### config.mk
export PLATFORM = sky130hd
export DESIGN_NAME = bc1_texel_decode_core
export DESIGN_NICKNAME = d
export VERILOG_FILES = /design/src/rtl/bc1td_pkg.sv /design/src/rtl/bc1_texel_decode_core.sv /design/src/rtl/bc1td_expand.sv /design/src/rtl/bc1td_blend.sv /design/src/rtl/bc1td_scale.sv
export SDC_FILE = /design/constraint.sdc
export NUM_CORES = 1
export LEC_CHECK = 0
export BUFFER_PORTS_ARGS = -buffer_cell sky130_fd_sc_hd__buf_2
export CORE_MARGIN = 2
export CORE_UTILIZATION = 35
export CTS_BUF_LIST = sky130_fd_sc_hd__clkbuf_4 sky130_fd_sc_hd__clkbuf_8
export CTS_CLUSTER_DIAMETER = 50
export DETAILED_ROUTE_END_ITERATION = 7
export SYNTH_ARGS = -nofsm -noshare
export SYNTH_HDL_FRONTEND = slang
export SYNTH_SLANG_ARGS = --single-unit
### constraint.sdc
create_clock -name clk_i -period 8.59 [get_ports clk_i]
set_input_delay 0.4295 -clock clk_i [delete_from_list [all_inputs] [get_ports clk_i]]
set_output_delay 0.4295 -clock clk_i [all_outputs]
set_load 0.02 [all_outputs]
### src/rtl/bc1td_pkg.sv
`timescale 1ns / 1ps

package bc1td_pkg;

  localparam int unsigned CHAN_W   = 8;
  localparam int unsigned NUM_W    = 10;
  localparam int unsigned PROD_W   = 20;
  localparam logic [NUM_W-1:0] RECIP3 = 10'd683;
  localparam int unsigned RECIP3_SHIFT = 11;
  localparam logic [CHAN_W-1:0] ALPHA_OPAQUE = 8'hFF;

  typedef enum logic [1:0] {
    SEL_C0  = 2'd0,
    SEL_C1  = 2'd1,
    SEL_MIX = 2'd2,
    SEL_ALT = 2'd3
  } sel_e;

  typedef enum logic [1:0] {
    KIND_PASS = 2'd0,
    KIND_DIV3 = 2'd1,
    KIND_DIV2 = 2'd2,
    KIND_ZERO = 2'd3
  } kind_e;

  typedef struct packed {
    logic [CHAN_W-1:0] b;
    logic [CHAN_W-1:0] r;
    logic [CHAN_W-1:0] g;
  } rgb_t;

  typedef struct packed {
    logic present;
    logic four_mode;
    sel_e sel;
    rgb_t e0;
    rgb_t e1;
  } expand_t;

  typedef struct packed {
    kind_e            kind;
    logic [NUM_W-1:0] b;
    logic [NUM_W-1:0] r;
    logic [NUM_W-1:0] g;
  } blend_t;

  typedef struct packed {
    logic [CHAN_W-1:0] b;
    logic [CHAN_W-1:0] r;
    logic [CHAN_W-1:0] g;
    logic [CHAN_W-1:0] a;
  } texel_t;

endpackage

### src/rtl/bc1_texel_decode_core.sv
// three register stages: an accepted item is registered in expand, then blend, then scale, which drives the outputs
// throughput: one item per cycle while out_ready_i is high, set by the three register stages (expand, blend, scale)
// each stage holds one item and refills as soon as its successor takes it
// reset: rst_ni asynchronous active low, clears the stage valid bits only
`timescale 1ns / 1ps

module bc1_texel_decode_core import bc1td_pkg::*; (
  input  logic        clk_i,
  input  logic        rst_ni,
  input  logic        in_valid_i,
  output logic        in_ready_o,
  input  logic        block_present_i,
  input  logic [15:0] endpoint_a_i,
  input  logic [15:0] endpoint_b_i,
  input  logic [31:0] index_bits_i,
  input  logic [1:0]  texel_col_i,
  input  logic [1:0]  texel_row_i,
  output logic        out_valid_o,
  input  logic        out_ready_i,
  output logic [7:0]  blue_out_o,
  output logic [7:0]  red_out_o,
  output logic [7:0]  green_out_o,
  output logic [7:0]  alpha_out_o
);

  logic    s1_valid, s1_ready;
  expand_t s1_data;
  logic    s2_valid, s2_ready;
  blend_t  s2_data;
  texel_t  s3_data;

  bc1td_expand u_expand (
    .clk_i,
    .rst_ni,
    .valid_i         (in_valid_i),
    .ready_o         (in_ready_o),
    .block_present_i,
    .endpoint_a_i,
    .endpoint_b_i,
    .index_bits_i,
    .texel_col_i,
    .texel_row_i,
    .valid_o         (s1_valid),
    .ready_i         (s1_ready),
    .data_o          (s1_data)
  );

  bc1td_blend u_blend (
    .clk_i,
    .rst_ni,
    .valid_i (s1_valid),
    .ready_o (s1_ready),
    .data_i  (s1_data),
    .valid_o (s2_valid),
    .ready_i (s2_ready),
    .data_o  (s2_data)
  );

  bc1td_scale u_scale (
    .clk_i,
    .rst_ni,
    .valid_i (s2_valid),
    .ready_o (s2_ready),
    .data_i  (s2_data),
    .valid_o (out_valid_o),
    .ready_i (out_ready_i),
    .data_o  (s3_data)
  );

  assign blue_out_o  = s3_data.b;
  assign red_out_o   = s3_data.r;
  assign green_out_o = s3_data.g;
  assign alpha_out_o = s3_data.a;

`ifndef SYNTH
  a_alpha_code: assert property (@(posedge clk_i) disable iff (!rst_ni)
    out_valid_o |-> (alpha_out_o == 8'h00 || alpha_out_o == 8'hFF))
    else $error("alpha is neither opaque nor transparent");

  a_transparent_black: assert property (@(posedge clk_i) disable iff (!rst_ni)
    (out_valid_o && alpha_out_o == 8'h00) |->
      (blue_out_o == 8'h00 && red_out_o == 8'h00 && green_out_o == 8'h00))
    else $error("transparent texel is not black");

  a_stall_chain: assert property (@(posedge clk_i) disable iff (!rst_ni)
    !in_ready_o |-> (s1_valid && s2_valid && out_valid_o && !out_ready_i))
    else $error("input stalled with a free stage");

  a_no_bubble_loss: assert property (@(posedge clk_i) disable iff (!rst_ni)
    (s2_valid && !s2_ready) |=> s2_valid)
    else $error("blend stage dropped an item");
`endif

endmodule

### src/rtl/bc1td_expand.sv
`timescale 1ns / 1ps

module bc1td_expand import bc1td_pkg::*; (
  input  logic        clk_i,
  input  logic        rst_ni,
  input  logic        valid_i,
  output logic        ready_o,
  input  logic        block_present_i,
  input  logic [15:0] endpoint_a_i,
  input  logic [15:0] endpoint_b_i,
  input  logic [31:0] index_bits_i,
  input  logic [1:0]  texel_col_i,
  input  logic [1:0]  texel_row_i,
  output logic        valid_o,
  input  logic        ready_i,
  output expand_t     data_o
);

  function automatic logic [CHAN_W-1:0] widen5(input logic [4:0] v);
    return {v, v[4:2]};
  endfunction

  function automatic logic [CHAN_W-1:0] widen6(input logic [5:0] v);
    return {v, v[5:4]};
  endfunction

  logic    valid_q;
  expand_t data_d, data_q;
  logic    load;

  assign ready_o = !valid_q || ready_i;
  assign load    = valid_i && ready_o;

  always_comb begin
    data_d.present   = block_present_i;
    data_d.four_mode = endpoint_a_i > endpoint_b_i;
    data_d.sel       = sel_e'(index_bits_i[{texel_row_i, texel_col_i, 1'b0} +: 2]);
    data_d.e0.b      = widen5(endpoint_a_i[4:0]);
    data_d.e0.r      = widen5(endpoint_a_i[15:11]);
    data_d.e0.g      = widen6(endpoint_a_i[10:5]);
    data_d.e1.b      = widen5(endpoint_b_i[4:0]);
    data_d.e1.r      = widen5(endpoint_b_i[15:11]);
    data_d.e1.g      = widen6(endpoint_b_i[10:5]);
  end

  always_ff @(posedge clk_i or negedge rst_ni) begin
    if (!rst_ni) begin
      valid_q <= 1'b0;
    end else if (ready_o) begin
      valid_q <= valid_i;
    end
  end

  always_ff @(posedge clk_i) begin
    if (load) begin
      data_q <= data_d;
    end
  end

  assign valid_o = valid_q;
  assign data_o  = data_q;

endmodule

### src/rtl/bc1td_blend.sv
`timescale 1ns / 1ps

module bc1td_blend import bc1td_pkg::*; (
  input  logic    clk_i,
  input  logic    rst_ni,
  input  logic    valid_i,
  output logic    ready_o,
  input  expand_t data_i,
  output logic    valid_o,
  input  logic    ready_i,
  output blend_t  data_o
);

  function automatic logic [NUM_W-1:0] ext(input logic [CHAN_W-1:0] v);
    return {{(NUM_W-CHAN_W){1'b0}}, v};
  endfunction

  function automatic logic [NUM_W-1:0] dbl(input logic [CHAN_W-1:0] v);
    return {{(NUM_W-CHAN_W-1){1'b0}}, v, 1'b0};
  endfunction

  logic   valid_q;
  blend_t data_d, data_q;
  logic   load;

  assign ready_o = !valid_q || ready_i;
  assign load    = valid_i && ready_o;

  always_comb begin
    data_d.kind = KIND_ZERO;
    data_d.b    = '0;
    data_d.r    = '0;
    data_d.g    = '0;
    if (data_i.present) begin
      case (data_i.sel)
        SEL_C0: begin
          data_d.kind = KIND_PASS;
          data_d.b    = ext(data_i.e0.b);
          data_d.r    = ext(data_i.e0.r);
          data_d.g    = ext(data_i.e0.g);
        end
        SEL_C1: begin
          data_d.kind = KIND_PASS;
          data_d.b    = ext(data_i.e1.b);
          data_d.r    = ext(data_i.e1.r);
          data_d.g    = ext(data_i.e1.g);
        end
        SEL_MIX: begin
          if (data_i.four_mode) begin
            // blue keeps the unweighted sum
            data_d.kind = KIND_DIV3;
            data_d.b    = ext(data_i.e0.b) + ext(data_i.e1.b) + NUM_W'(1);
            data_d.r    = dbl(data_i.e0.r) + ext(data_i.e1.r) + NUM_W'(1);
            data_d.g    = dbl(data_i.e0.g) + ext(data_i.e1.g) + NUM_W'(1);
          end else begin
            data_d.kind = KIND_DIV2;
            data_d.b    = ext(data_i.e0.b) + ext(data_i.e1.b);
            data_d.r    = ext(data_i.e0.r) + ext(data_i.e1.r);
            data_d.g    = ext(data_i.e0.g) + ext(data_i.e1.g);
          end
        end
        SEL_ALT: begin
          if (data_i.four_mode) begin
            data_d.kind = KIND_DIV3;
            data_d.b    = ext(data_i.e0.b) + dbl(data_i.e1.b) + NUM_W'(1);
            data_d.r    = ext(data_i.e0.r) + dbl(data_i.e1.r) + NUM_W'(1);
            data_d.g    = ext(data_i.e0.g) + dbl(data_i.e1.g) + NUM_W'(1);
          end
        end
        default: begin
          data_d.kind = KIND_ZERO;
        end
      endcase
    end
  end

  always_ff @(posedge clk_i or negedge rst_ni) begin
    if (!rst_ni) begin
      valid_q <= 1'b0;
    end else if (ready_o) begin
      valid_q <= valid_i;
    end
  end

  always_ff @(posedge clk_i) begin
    if (load) begin
      data_q <= data_d;
    end
  end

  assign valid_o = valid_q;
  assign data_o  = data_q;

endmodule

### src/rtl/bc1td_scale.sv
`timescale 1ns / 1ps

module bc1td_scale import bc1td_pkg::*; (
  input  logic   clk_i,
  input  logic   rst_ni,
  input  logic   valid_i,
  output logic   ready_o,
  input  blend_t data_i,
  output logic   valid_o,
  input  logic   ready_i,
  output texel_t data_o
);

  // sums stay below 768, so the reciprocal product floors exactly
  function automatic logic [CHAN_W-1:0] div3(input logic [NUM_W-1:0] v);
    logic [PROD_W-1:0] prod;
    prod = {{(PROD_W-NUM_W){1'b0}}, v} * {{(PROD_W-NUM_W){1'b0}}, RECIP3};
    return prod[RECIP3_SHIFT +: CHAN_W];
  endfunction

  logic   valid_q;
  texel_t data_d, data_q;
  logic   load;

  assign ready_o = !valid_q || ready_i;
  assign load    = valid_i && ready_o;

  always_comb begin
    case (data_i.kind)
      KIND_PASS: begin
        data_d.b = data_i.b[CHAN_W-1:0];
        data_d.r = data_i.r[CHAN_W-1:0];
        data_d.g = data_i.g[CHAN_W-1:0];
        data_d.a = ALPHA_OPAQUE;
      end
      KIND_DIV3: begin
        data_d.b = div3(data_i.b);
        data_d.r = div3(data_i.r);
        data_d.g = div3(data_i.g);
        data_d.a = ALPHA_OPAQUE;
      end
      KIND_DIV2: begin
        data_d.b = data_i.b[CHAN_W:1];
        data_d.r = data_i.r[CHAN_W:1];
        data_d.g = data_i.g[CHAN_W:1];
        data_d.a = ALPHA_OPAQUE;
      end
      default: begin
        data_d = '0;
      end
    endcase
  end

  always_ff @(posedge clk_i or negedge rst_ni) begin
    if (!rst_ni) begin
      valid_q <= 1'b0;
    end else if (ready_o) begin
      valid_q <= valid_i;
    end
  end

  always_ff @(posedge clk_i) begin
    if (load) begin
      data_q <= data_d;
    end
  end

  assign valid_o = valid_q;
  assign data_o  = data_q;

endmodule

### Word level (Yosys, flattened, before mapping)

Cells that the tools add are included.

* register bits after elaboration: 119
* bits of input ports: 73
* output and inout bits: 34
* word-level logic and storage cells: 59

* add/subtract/negate cells: 14
* multiply operators: 3
* magnitude comparators: 1
* equal/unequal tests: 5
* shifts and indexed selects: 1
* mux-type cells: 4
* reductions and logical operators: 11

Operator list (number)
* 32-bit case mux with 4 select lines: 1
* 32-bit case mux with 3 select lines: 1
* 32-bit 2-to-1 mux: 2
* 10-bit by 1-bit adder with 10-bit output, second input constant: 6
* 10-bit by 10-bit multiplier with 19-bit output, second input constant: 3
* 32-bit by 6-bit variable part select with 2-bit output: 1
* 8-bit by 9-bit adder with 10-bit output: 3
* 8-bit by 8-bit adder with 9-bit output: 3
* 9-bit by 8-bit adder with 10-bit output: 2
* 16-bit > comparator: 1
* 2-bit == test, second input constant: 3
* 2-bit by 1-bit == test with 1-bit output, second input constant: 2
* 2-bit logical NOT: 2
* 1-bit logical AND: 3
* 1-bit logical NOT: 3
* 1-bit logical OR: 3

### Depth between registers and ports, before layout

Gate-level depths: netlist (run 1).

* depth in word-level cells: 5
* gate-level depth with buffers: 17
* mapped depth without buffers: 17

### Hierarchy

A second synthesis (run 1) with hierarchy kept.

* cell total of the unflattened synthesis: 1309
* area, all modules: 12903.6 µm²

By module, submodules not included
* bc1td_scale: instances 1, cells each 653, area an instance 6436.2 µm², sequential area each 775.7 µm²
* bc1td_blend: instances 1, cells each 532, area an instance 4563.1 µm², sequential area each 985.9 µm²
* bc1td_expand: instances 1, cells each 124, area an instance 1904.3 µm², sequential area each 1106.1 µm²

### Worst setup path after synthesis (run 1)

Ideal clock, no wire load.

* path type: flip-flop to flip-flop
* start point: reg u_blend.data_q (netlist bit u_blend.data_o[11])
* end point: reg u_scale.data_q (netlist bit u_scale.data_o[22]) (data pin)
* library setup time: 0.271 ns
* arrival time: 4.377 ns
* data required time: 8.319 ns
* slack: 3.941 ns
* stages on the path, launching flop included: 16
* buffers on the path: 0
* clock period less this slack: 4.649 ns
* cells stage by stage: edfxtp_1 > ha_1 > fa_1 > inv_1 > fa_1 > inv_1 > fa_1 > ha_1 > ha_1 > a2111oi_0 > o21ai_0 > o221ai_1 > o21ai_2 > a221oi_2 > or3_1 > o211ai_1

RTL lines
* start: declaration: line bc1td_blend.sv:23 `blend_t data_d, data_q;`
* start signal: assignment: line bc1td_blend.sv:87 `data_q <= data_d;`
* end signal: assignment: line bc1td_scale.sv:64 `data_q <= data_d;`
* end: declaration: line bc1td_scale.sv:22 `texel_t data_d, data_q;`

==> reports/metrics.csv, run 1 <==
metric;value;unit
status;complete, no violations;
critical_path.max_stage_delay;530;ps
core;34500;um2
p_sw_share;47.4;%
worstPathRequired;8720;ps
crit_path_top_delay_cell;fa_1;
drv_slew;0;
yosysSeqAreaShare;23.5;%
antenna_found_initial;0;
die_height;191;um
synth.distinct_cells;71;
cts_buffers;9;
grt-ovfl-total;0;
clkSlewWorstSetupHoldPaths;110;ps
hp-start;block_present_i;
cp.arrival;5160;ps
drive_above_1_share;12.3;%
wirelength;28.3;mm
cts.sink_count;96;
leakage;6.26;nW
hold_path_class;in -> reg;
die_area;36400;um2
min_period;5020;ps
vdd_ir_drop_max;0.124;mV
cts_tree;built;
finalHoldViolations;0;
rsz0062_at_grt;no;
clk_path_buf_depth;2;
seqPwrFrac;19.8;%
via_per_inst;5.21;
min_to;u_expand.data_o[51];
internal-power;1.86;mW
route.antenna.remaining_nets;0;
fin_crit_sh;58.5;%
crit_type;reg -> reg;
setup_viol;0;
final.setup.tns;0;ps
first_global_vias;9320;
power.switching;1.67;mW
cp_max_fo;6;
power_density;263;nW/um2
num_rows;68;
synth_warnings;0;
finalNonFillerCells;1779;
pwr-share-comb;70.6;%
dp_hpwl;23.3;mm
syn_area;12200;um2
cts.repair.resized;0;
postCtsSetupBuffers;0;
async_flop_share;3.13;%
dr_total_vias;9262;
rr_worst_depth;15;
die_w;191;um
hold_depth;1;
worst_setup_path_end_kind;register;
power;3.53;mW
worst-slew-pin-transition;1200;ps
cp_cell_sequence;ha_1, fa_1, inv_1, fa_1, inv_1, fa_1, ha_1, ha_1, a2111oi_0, o21ai_0, o221ai_1, o21ai_2, a221oi_2, or3_1, o211ai_1;
start_util;35.5;%
fin_nets;1697;
clockRootBuffer;clkbuf_8;
clock_latency;400;ps
finalClockSkew;21.7;ps
r2r_slack;3570;ps
syn_to_final_growth;9.77;%
dp.cells;1762;
grt_pass1_wl;46.8;mm
drc;0;
ys_seq_elements;96;
regToRegEndpoint;u_scale.data_o[22];
synth-main-ff-cell;edfxtp_1;
maxCapViolations;0;
grtUsageTotal;16.1;%
grt_max_degree;39;
io_buffers;106;
syn_nets;1611;
relSlewSlack;19.5;%
h-tree-depth;3;
drtIter0Drc;491;
setup.worst_path.start_class;register;
ioPinCount;107;
clockPowerShare;9.6;%
fmax;0.199;GHz
place_ws;3570;ps
post_drt_wl_per_cell;15.9;um
avgSynthCellArea;9.92;um2
detailedRoute.firstPassIterationCount;5;
r2r-start;u_blend.data_o[11];
gp_congestion;0.889;
antenna_cells;0;
synth_cells;1233;
finalWorstSetupSlack;3570;ps
synth_edf_count;93;
## metrics by stage
step	cell area [um2]	util, %	hold WS [ps]
after floorplan	12200	-	134
after global placement	13200	38.3	227
after detailed placement	13200	38.3	229
after CTS	13400	38.9	189
after global routing	13400	38.9	190
final	13400	38.9	207
## synthesized netlist by cell type, drive strengths merged, types with 7 or more instances
library cell	instances	share of area, %
a211oi	13	0.80
a21boi	7	0.43
a21o	18	1.1
a21oi	63	2.6
a22oi	7	0.43
a31oi	9	0.46
and2	8	0.41
and3	7	0.41
buf	13	0.75
clkbuf	26	0.80
edfxtp	93	23
fa	71	12
ha	234	24
inv	171	5.3
mux2i	31	2.5
mux4	12	2.2
nand2	48	1.5
nand2b	7	0.36
nand3	22	0.90
nand4	9	0.46
nor2	69	2.1
nor2b	12	0.61
nor3	13	0.53
o211ai	11	0.68
o21a	14	0.86
o21ai	68	2.8
o21bai	12	0.74
o22ai	17	0.87
or3	8	0.41
xnor2	54	3.9
xor2	20	1.4
## power groups by stage
| stage | Combinational (mW) | Clock (mW) | Sequential, mW |
|---|---|---|---|
| 6_report | 2.49 | 0.339 | 0.698 |
| 5_1_grt | 2.87 | 0.369 | 0.711 |
| 4_1_cts | 2.50 | 0.354 | 0.699 |
| 2_1_floorplan | 1.86 | 0 | 0.743 |
| 3_3_place_gp | 2.43 | 0 | 0.709 |
| 3_5_place_dp | 2.47 | 0 | 0.710 |
## worst max-delay path by stage
stage	slack, ps	end	cells past startpoint	from
floorplan	3940	u_scale.data_o[22]	15	u_blend.data_o[11]
global placement	3700	u_scale.data_o[22]	15	u_blend.data_o[11]
detailed placement	3570	u_scale.data_o[22]	15	u_blend.data_o[11]
CTS	3540	u_scale.data_o[22]	15	u_blend.data_o[11]
global route	3240	u_scale.data_o[22]	15	u_blend.data_o[11]
finish	3570	u_scale.data_o[22]	15	u_blend.data_o[11]
## sequential cells by signal (all words and copies together) (netlist names)
name              flops
u_scale.data_o       25
u_blend.data_o       32
u_scale.valid_o       1
u_expand.data_o      36
u_blend.valid_o       1
u_expand.valid_o      1
## repair_timing
item	in CTS	in global routing
hold buffers	1	0
endpoints found under the setup margin	0	0
hold endpoints to repair	3	0
## layout make-up
class,instances,area [um2]
clock buffers,9,124
well taps,455,569
clock inverters,7,97.6
fillers,3451,21000
multi-input cells,927,8530
flip-flops and latches,96,2870
inverters,171,642
repair buffers,114,593
## worst max-delay path: cells and delay by family, from the launching register on
kind | cells | cell delay (ps)
adders and majority gates | 6 | 2550
AOI/OAI and AO/OA | 6 | 1450
DFF | 1 | 500
and+or+nand+nor | 1 | 150
buffers and inverters | 2 | 110
## cell usage in the layout (no fill, tap or decap), types with 8 or more instances in the layout
| master | instances |
|---|---|
| o211ai_1 | 11 |
| buf_2 | 106 |
| a21o_1 | 18 |
| mux2i_1 | 31 |
| edfxtp_1 | 93 |
| inv_1 | 171 |
| nand4_1 | 9 |
| nand2_1 | 48 |
| xnor2_1 | 54 |
| nor2_1 | 69 |
| nor2b_1 | 12 |
| a211oi_1 | 13 |
| o21ai_0 | 67 |
| o21bai_1 | 12 |
| nand3_1 | 22 |
| o21a_1 | 14 |
| clkbuf_8 | 9 |
| ha_1 | 234 |
| and2_1 | 8 |
| nor3_1 | 13 |
| a31oi_1 | 9 |
| a21oi_1 | 62 |
| or3_1 | 8 |
| xor2_1 | 20 |
| fa_1 | 71 |
| mux4_2 | 12 |
| o22ai_1 | 17 |
## per-layer routing
layer	vias to the layer above	share of wire, %	wire length [um]	track usage, %
li1	4604	-	-	-
met3	25	4.8	1370	2.20
met1	4392	49	13800	22.7
met4	0	1.5	422	3.73
met5	-	0	0	0
met2	241	45	12700	25.9
## cell families after synthesis
group | after synthesis | synth area share (%)
flip-flops | 96 | 23.5
XOR/XNOR | 74 | 5.30
AND/OR/NAND/NOR | 220 | 8.74
multiplexers | 45 | 4.93
buffers and inverters | 210 | 6.80
AO/OA/AOI/OAI | 283 | 15.2
adder cells (fa/ha/maj) | 305 | 35.6
Note: power is estimated with default switching activity, not from simulation.
==> inputs of run 2 (changes only) <==
==> constraint.sdc (replaced) <==
create_clock -name clk_i -period 4.6 [get_ports clk_i]
set_input_delay 0.23 -clock clk_i [delete_from_list [all_inputs] [get_ports clk_i]]
set_output_delay 0.23 -clock clk_i [all_outputs]
set_load 0.02 [all_outputs]
==> run 2 against run 1 <==
Net effect: critical path depth rose by 2; non-clock buffer count rose by 55; clock skew rose by 4.2 ps; via count rose by 2.2%; sequential share of layout area fell by 1.2 points; largest cell class unchanged.
==> reports/metrics.csv, run 2 (synthesized netlist as in run 1, its figures left out) <==
metric;value;unit;change
setup.worst_path.start_class;register;;unchanged
cts.sink_count;96;;unchanged
largest_reg_flops;36;;unchanged
dr_total_vias;9469;;was 9,262
num_rows;68;;unchanged
drc;0;;unchanged
finalClockSkew;25.9;ps;was 21.7 ps
worst-slew-pin-transition;1020;ps;was 1200 ps
detailedRoute.firstPassIterationCount;5;;unchanged
maxCapViolations;0;;unchanged
power;7.39;mW;was 3.53 mW
worstPathRequired;4760;ps;was 8720 ps
grtUsageTotal;16.3;%;was 16.1%
first_global_vias;9683;;was 9,320
p_sw_share;46.6;%;was 47.4%
crit_type;reg -> reg;;unchanged
rr_worst_depth;17;;was 15
syn_to_final_growth;16.0;%;was 9.77%
hp-start;endpoint_b_i[13];;was block_present_i
internal-power;3.95;mW;was 1.86 mW
clockRootBuffer;clkbuf_8;;unchanged
gp_congestion;0.909;;was 0.889
hold_depth;1;;unchanged
drv_slew;0;;unchanged
seqCellArea;2870;um2;unchanged
fin_crit_sh;96.9;%;was 58.5%
finalHoldViolations;0;;unchanged
final_cell_mix;211 x ha_1, 167 x inv_1, 106 x buf_2;;was 234 x ha_1, 171 x inv_1, 106 x buf_2
start_util;35.5;%;unchanged
grt_max_degree;37;;was 39
multi_input_area;8900;um2;was 8530 um2
pwr-share-comb;75.0;%;was 70.6%
min_period;4460;ps;was 5020 ps
seqPwrFrac;17.4;%;was 19.8%
cp.arrival;4620;ps;was 5160 ps
rsz0062_at_grt;yes;;was no
nFillCells;3414;;was 3,451
antenna_found_initial;0;;unchanged
die_w;191;um;unchanged
h-tree-depth;3;;unchanged
drtIter0Drc;514;;was 491
io_buffers;106;;unchanged
power_density;521;nW/um2;was 263 nW/um2
status;complete, no violations;;unchanged
clk_path_buf_depth;2;;unchanged
clock_latency;400;ps;about the same
finalWorstSetupSlack;141;ps;was 3570 ps
cts_buffers;9;;unchanged
drive_above_1_share;19.0;%;was 12.3%
power.switching;3.45;mW;was 1.67 mW
relSlewSlack;31.8;%;was 19.5%
route.antenna.remaining_nets;0;;unchanged
clockPowerShare;7.6;%;was 9.6%
critPathLaunch;u_blend.data_o[7];;was u_blend.data_o[11]
fin_nets;1752;;was 1,697
dp_hpwl;23.9;mm;was 23.3 mm
grt-ovfl-total;0;;unchanged
via_per_inst;5.16;;was 5.21
layout_commonest_cell;ha_1;;unchanged
leakage;6.51;nW;was 6.26 nW
vdd_ir_drop_max;0.304;mV;was 0.124 mV
holdWs;17.4;ps;was 207 ps
die_area;36400;um2;unchanged
ioPinCount;107;;unchanged
cts_tree;built;;unchanged
antenna_cells;0;;unchanged
post_drt_wl_per_cell;15.9;um;about the same
clkSlewWorstSetupHoldPaths;110;ps;about the same
fmax;0.224;GHz;was 0.199 GHz
hold_path_class;in -> reg;;unchanged
place_ws;-80.5;ps;was 3570 ps
worst_setup_path_end_kind;register;;unchanged
die_height;191;um;unchanged
cp_max_fo;5;;was 6
r2r-start;u_blend.data_o[7];;was u_blend.data_o[11]
grt_pass1_wl;48.2;mm;was 46.8 mm
setup_viol;0;;unchanged
core;34500;um2;unchanged
wirelength;29.2;mm;was 28.3 mm
==> run 2: cell types whose count changed in the layout (fill, tap and decap cells not counted), moves of 3 or more <==
| cell | before | now |
|---|---|---|
| buf_4 | 7 | 58 |
| ha_1 | 234 | 211 |
| ha_4 | 0 | 21 |
| a21oi_1 | 62 | 56 |
| a21oi_2 | 1 | 7 |
| inv_1 | 171 | 167 |
| inv_2 | 0 | 4 |
| o21ai_0 | 67 | 63 |
| buf_6 | 0 | 3 |
| o21ai_1 | 0 | 3 |
==> run 2: path summary, 6_finish.rpt <==
check / to / slack (ps)
worst max-delay path: u_scale.data_o[13] / 140
worst min-delay path: u_expand.data_o[13] / 20
worst max register to register: u_scale.data_o[13] / 140
worst min register to register: u_blend.valid_o / 480
max in group asynchronous: u_blend.valid_o / 4320
min in group asynchronous: u_expand.valid_o / 170
==> run 2: repair_timing <==
action / CTS / global route
hold endpoints to repair: 4 / 0
pin swaps: 3 / 46
setup endpoints to repair: 8 / 19
hold buffers: 2 / 0
gates resized for setup: 6 / 50
setup buffers: 1 / 9
gates cloned: 0 / 0
==> run 2: final cells by class <==
type | instances | share of cell area [%]
Multi-Input combinational cell | 927 | 62.7
Sequential cell | 96 | 20.2
Timing Repair Buffer | 169 | 7.19
Inverter | 171 | 4.52
Tap cell | 455 | 4.01
Clock buffer | 9 | 0.873
Clock inverter | 7 | 0.459
==> run 2: power by group through the flow <==
stage                     clock network (mW)  registers (mW)  logic, mW
after floorplan                            0            1.39       3.49
after global placement                     0            1.30       4.73
after detailed placement                   0            1.30       4.82
after CTS                              0.582            1.28       4.92
after global routing                   0.618            1.31       6.28
final                                  0.564            1.28       5.54
==> run 2: per-stage QoR <==
stage | TNS, ps | cells | utilization [%] | cell area, um2
floorplan | 0 | 1233 | - | 12200
global placement | -25.9 | 1807 | 39.3 | 13500
detailed placement | -393 | 1807 | 39.3 | 13500
CTS | -0.137 | 1826 | 40.0 | 13800
global route | -272 | 1834 | 41.2 | 14200
finish | 0 | 1834 | 41.2 | 14200
==> run 2: layer usage <==
metal	vias to the layer above	part of all wire [%]	track usage (%)
li1	4710	-	-
met1	4513	50	23.2
met2	221	45	26.6
met3	25	4.0	2.09
met4	0	1.2	3.28
met5	-	0	0
==> run 2: critical path, cell delays in order, from the launching register on <==
cell       delay, ps
edfxtp_1         450
ha_4             280
ha_4             250
inv_1             40
fa_1             480
inv_1             50
fa_1             480
inv_1             50
fa_1             490
inv_2             50
ha_4             260
nand4_1           90
a211oi_2         290
o2111ai_2        200
a21boi_2         270
a31oi_1          140
xnor2_1          150
a31o_2           230
==> inputs of run 3 (changes only) <==
--- a/config.mk
+++ b/config.mk
@@ -11,6 +11,7 @@
 export CTS_BUF_LIST = sky130_fd_sc_hd__clkbuf_4 sky130_fd_sc_hd__clkbuf_8
 export CTS_CLUSTER_DIAMETER = 50
 export DETAILED_ROUTE_END_ITERATION = 7
+export PLACE_DENSITY = 0.64
 export SYNTH_ARGS = -nofsm -noshare
 export SYNTH_HDL_FRONTEND = slang
 export SYNTH_SLANG_ARGS = --single-unit
==> run 3 against run 2 <==
Net effect: clock power increased by 6.4%; final area increased by 0.30%; setup slack got worse by 75 ps; combinational power increased by 0.7%; cell count increased by 0.27%.
==> reports/metrics.csv, run 3 (synthesized netlist as in run 1, its figures left out) <==
metric;value;unit;change
status;complete, no violations;;unchanged
cts_buffers;9;;unchanged
die_height;191;um;unchanged
placed_cell_area;13500;um2;unchanged
grt_pass1_wl;47.6;mm;was 48.2 mm
layout_commonest_cell;ha_1;;unchanged
drv_slew;0;;unchanged
p_sw_share;46.8;%;was 46.6%
route.antenna.remaining_nets;0;;unchanged
hold_path_class;in -> reg;;unchanged
drtIter0Drc;627;;was 514
dp_hpwl;23.5;mm;was 23.9 mm
grt_max_degree;39;;was 37
min_period;4530;ps;was 4460 ps
final_area;14200;um2;about the same
drc;0;;unchanged
ioPinCount;107;;unchanged
nFillCells;3320;;was 3,414
dp.cells;1807;;unchanged
worst_setup_path_end_kind;register;;unchanged
clock_latency;410;ps;was 400 ps
num_rows;68;;unchanged
hp-start;endpoint_b_i[1];;was endpoint_b_i[13]
maxCapViolations;0;;unchanged
vdd_ir_drop_max;0.245;mV;was 0.304 mV
gp_congestion;0.915;;was 0.909
finalClockSkew;17.5;ps;was 25.9 ps
start_util;35.5;%;unchanged
holdWs;17.0;ps;was 17.4 ps
internal-power;3.97;mW;was 3.95 mW
relSlewSlack;22.3;%;was 31.8%
fin_nets;1757;;was 1,752
cts_tree;built;;unchanged
clockPowerShare;8.0;%;was 7.6%
cts.sink_count;96;;unchanged
h-tree-depth;3;;unchanged
power_density;524;nW/um2;was 521 nW/um2
largest_reg_flops;36;;unchanged
grtUsageTotal;16.1;%;was 16.3%
worstPathRequired;4780;ps;was 4760 ps
wirelength;29.2;mm;about the same
pwr-share-comb;74.8;%;was 75.0%
fmax;0.221;GHz;was 0.224 GHz
die_area;36400;um2;unchanged
dr_total_vias;9588;;was 9,469
seqCellArea;2870;um2;unchanged
power.switching;3.49;mW;was 3.45 mW
setup_viol;0;;unchanged
crit_type;reg -> reg;;unchanged
multi_input_area;8910;um2;was 8900 um2
rsz0062_at_grt;yes;;unchanged
leakage;6.54;nW;was 6.51 nW
core;34500;um2;unchanged
clk_path_buf_depth;2;;unchanged
worst-slew-pin-transition;1160;ps;was 1020 ps
seqPwrFrac;17.1;%;was 17.4%
cp.arrival;4720;ps;was 4620 ps
finalHoldViolations;0;;unchanged
clockRootBuffer;clkbuf_8;;unchanged
via_per_inst;5.21;;was 5.16
post_drt_wl_per_cell;15.9;um;about the same
first_global_vias;9676;;was 9,683
detailedRoute.firstPassIterationCount;5;;unchanged
cp_max_fo;5;;unchanged
final_cell_mix;211 x ha_1, 166 x inv_1, 106 x buf_2;;was 211 x ha_1, 167 x inv_1, 106 x buf_2
finalNonFillerCells;1839;;was 1,834
r2r-start;u_blend.data_o[7];;unchanged
grt-ovfl-total;0;;unchanged
clkSlewWorstSetupHoldPaths;130;ps;was 110 ps
io_buffers;106;;unchanged
antenna_cells;0;;unchanged
fin_crit_sh;98.6;%;was 96.9%
die_w;191;um;unchanged
syn_to_final_growth;16.4;%;was 16.0%
antenna_found_initial;0;;unchanged
setup.worst_path.start_class;register;;unchanged
critPathLaunch;u_blend.data_o[7];;unchanged
drive_above_1_share;19.7;%;was 19.0%
[run 3: metal layers]
metal,track usage [%],wire length [um]
met1,22.7,14100
met2,26.2,13200
met3,1.96,1440
met4,3.91,473
met5,0,0
[run 3: worst max-delay path, cell delays in order, from the launching register on]
cell,delay (ps)
edfxtp_1,480
ha_4,300
ha_4,260
inv_2,30
fa_1,530
inv_2,40
fa_1,490
inv_2,40
fa_1,480
inv_2,40
ha_4,260
nand4_1,120
a211oi_2,300
o2111ai_2,190
a21boi_4,280
a31oi_2,120
xnor2_1,140
a31o_2,200
[run 3: power groups by stage]
stage               sequential (mW)  combinational [mW]  clock (mW)
global route                   1.30                6.30       0.640
detailed placement             1.29                4.82           0
finish                         1.28                5.58       0.600
global placement               1.30                4.71           0
floorplan                      1.39                3.49           0
CTS                            1.28                4.94       0.611
[run 3: repair_timing]
action / CTS / global route
gates cloned: 0 / 0
setup endpoints to repair: 7 / 20
endpoints found under the hold margin: 5 / 0
pin swaps: 5 / 38
buffers inserted: 0 / 14
resized for setup: 9 / 49
hold buffers: 3 / 0
[run 3: area by class of cell]
type | count | area share [%]
Sequential cell | 96 | 20.2
Clock inverter | 7 | 0.501
Tap cell | 455 | 4.00
Multi-Input combinational cell | 927 | 62.6
Inverter | 171 | 4.51
Clock buffer | 9 | 0.871
Timing Repair Buffer | 174 | 7.37
[run 3: final timing paths]
check	endpoint	slack, ps	depth (start not counted)
max reg2reg	u_scale.data_o[13]	70	17
max in group asynchronous	u_blend.valid_o	4350	2
min in group asynchronous	u_scale.valid_o	120	2
max	u_scale.data_o[13]	70	17
min	u_expand.data_o[20]	20	1
min reg2reg	u_blend.valid_o	500	1
[run 3: through the flow]
| step | setup WS (ps) | utilization [%] | TNS [ps] | total power, mW |
|---|---|---|---|---|
| CTS | -22.1 | 40.1 | -22.1 | 6.83 |
| global route | -152 | 41.3 | -505 | 8.24 |
| global placement | -22.2 | 39.3 | -22.2 | 6.01 |
| detailed placement | -167 | 39.3 | -701 | 6.11 |
| floorplan | 20.6 | - | 0 | 4.88 |
| finish | 65.3 | 41.3 | 0 | 7.46 |
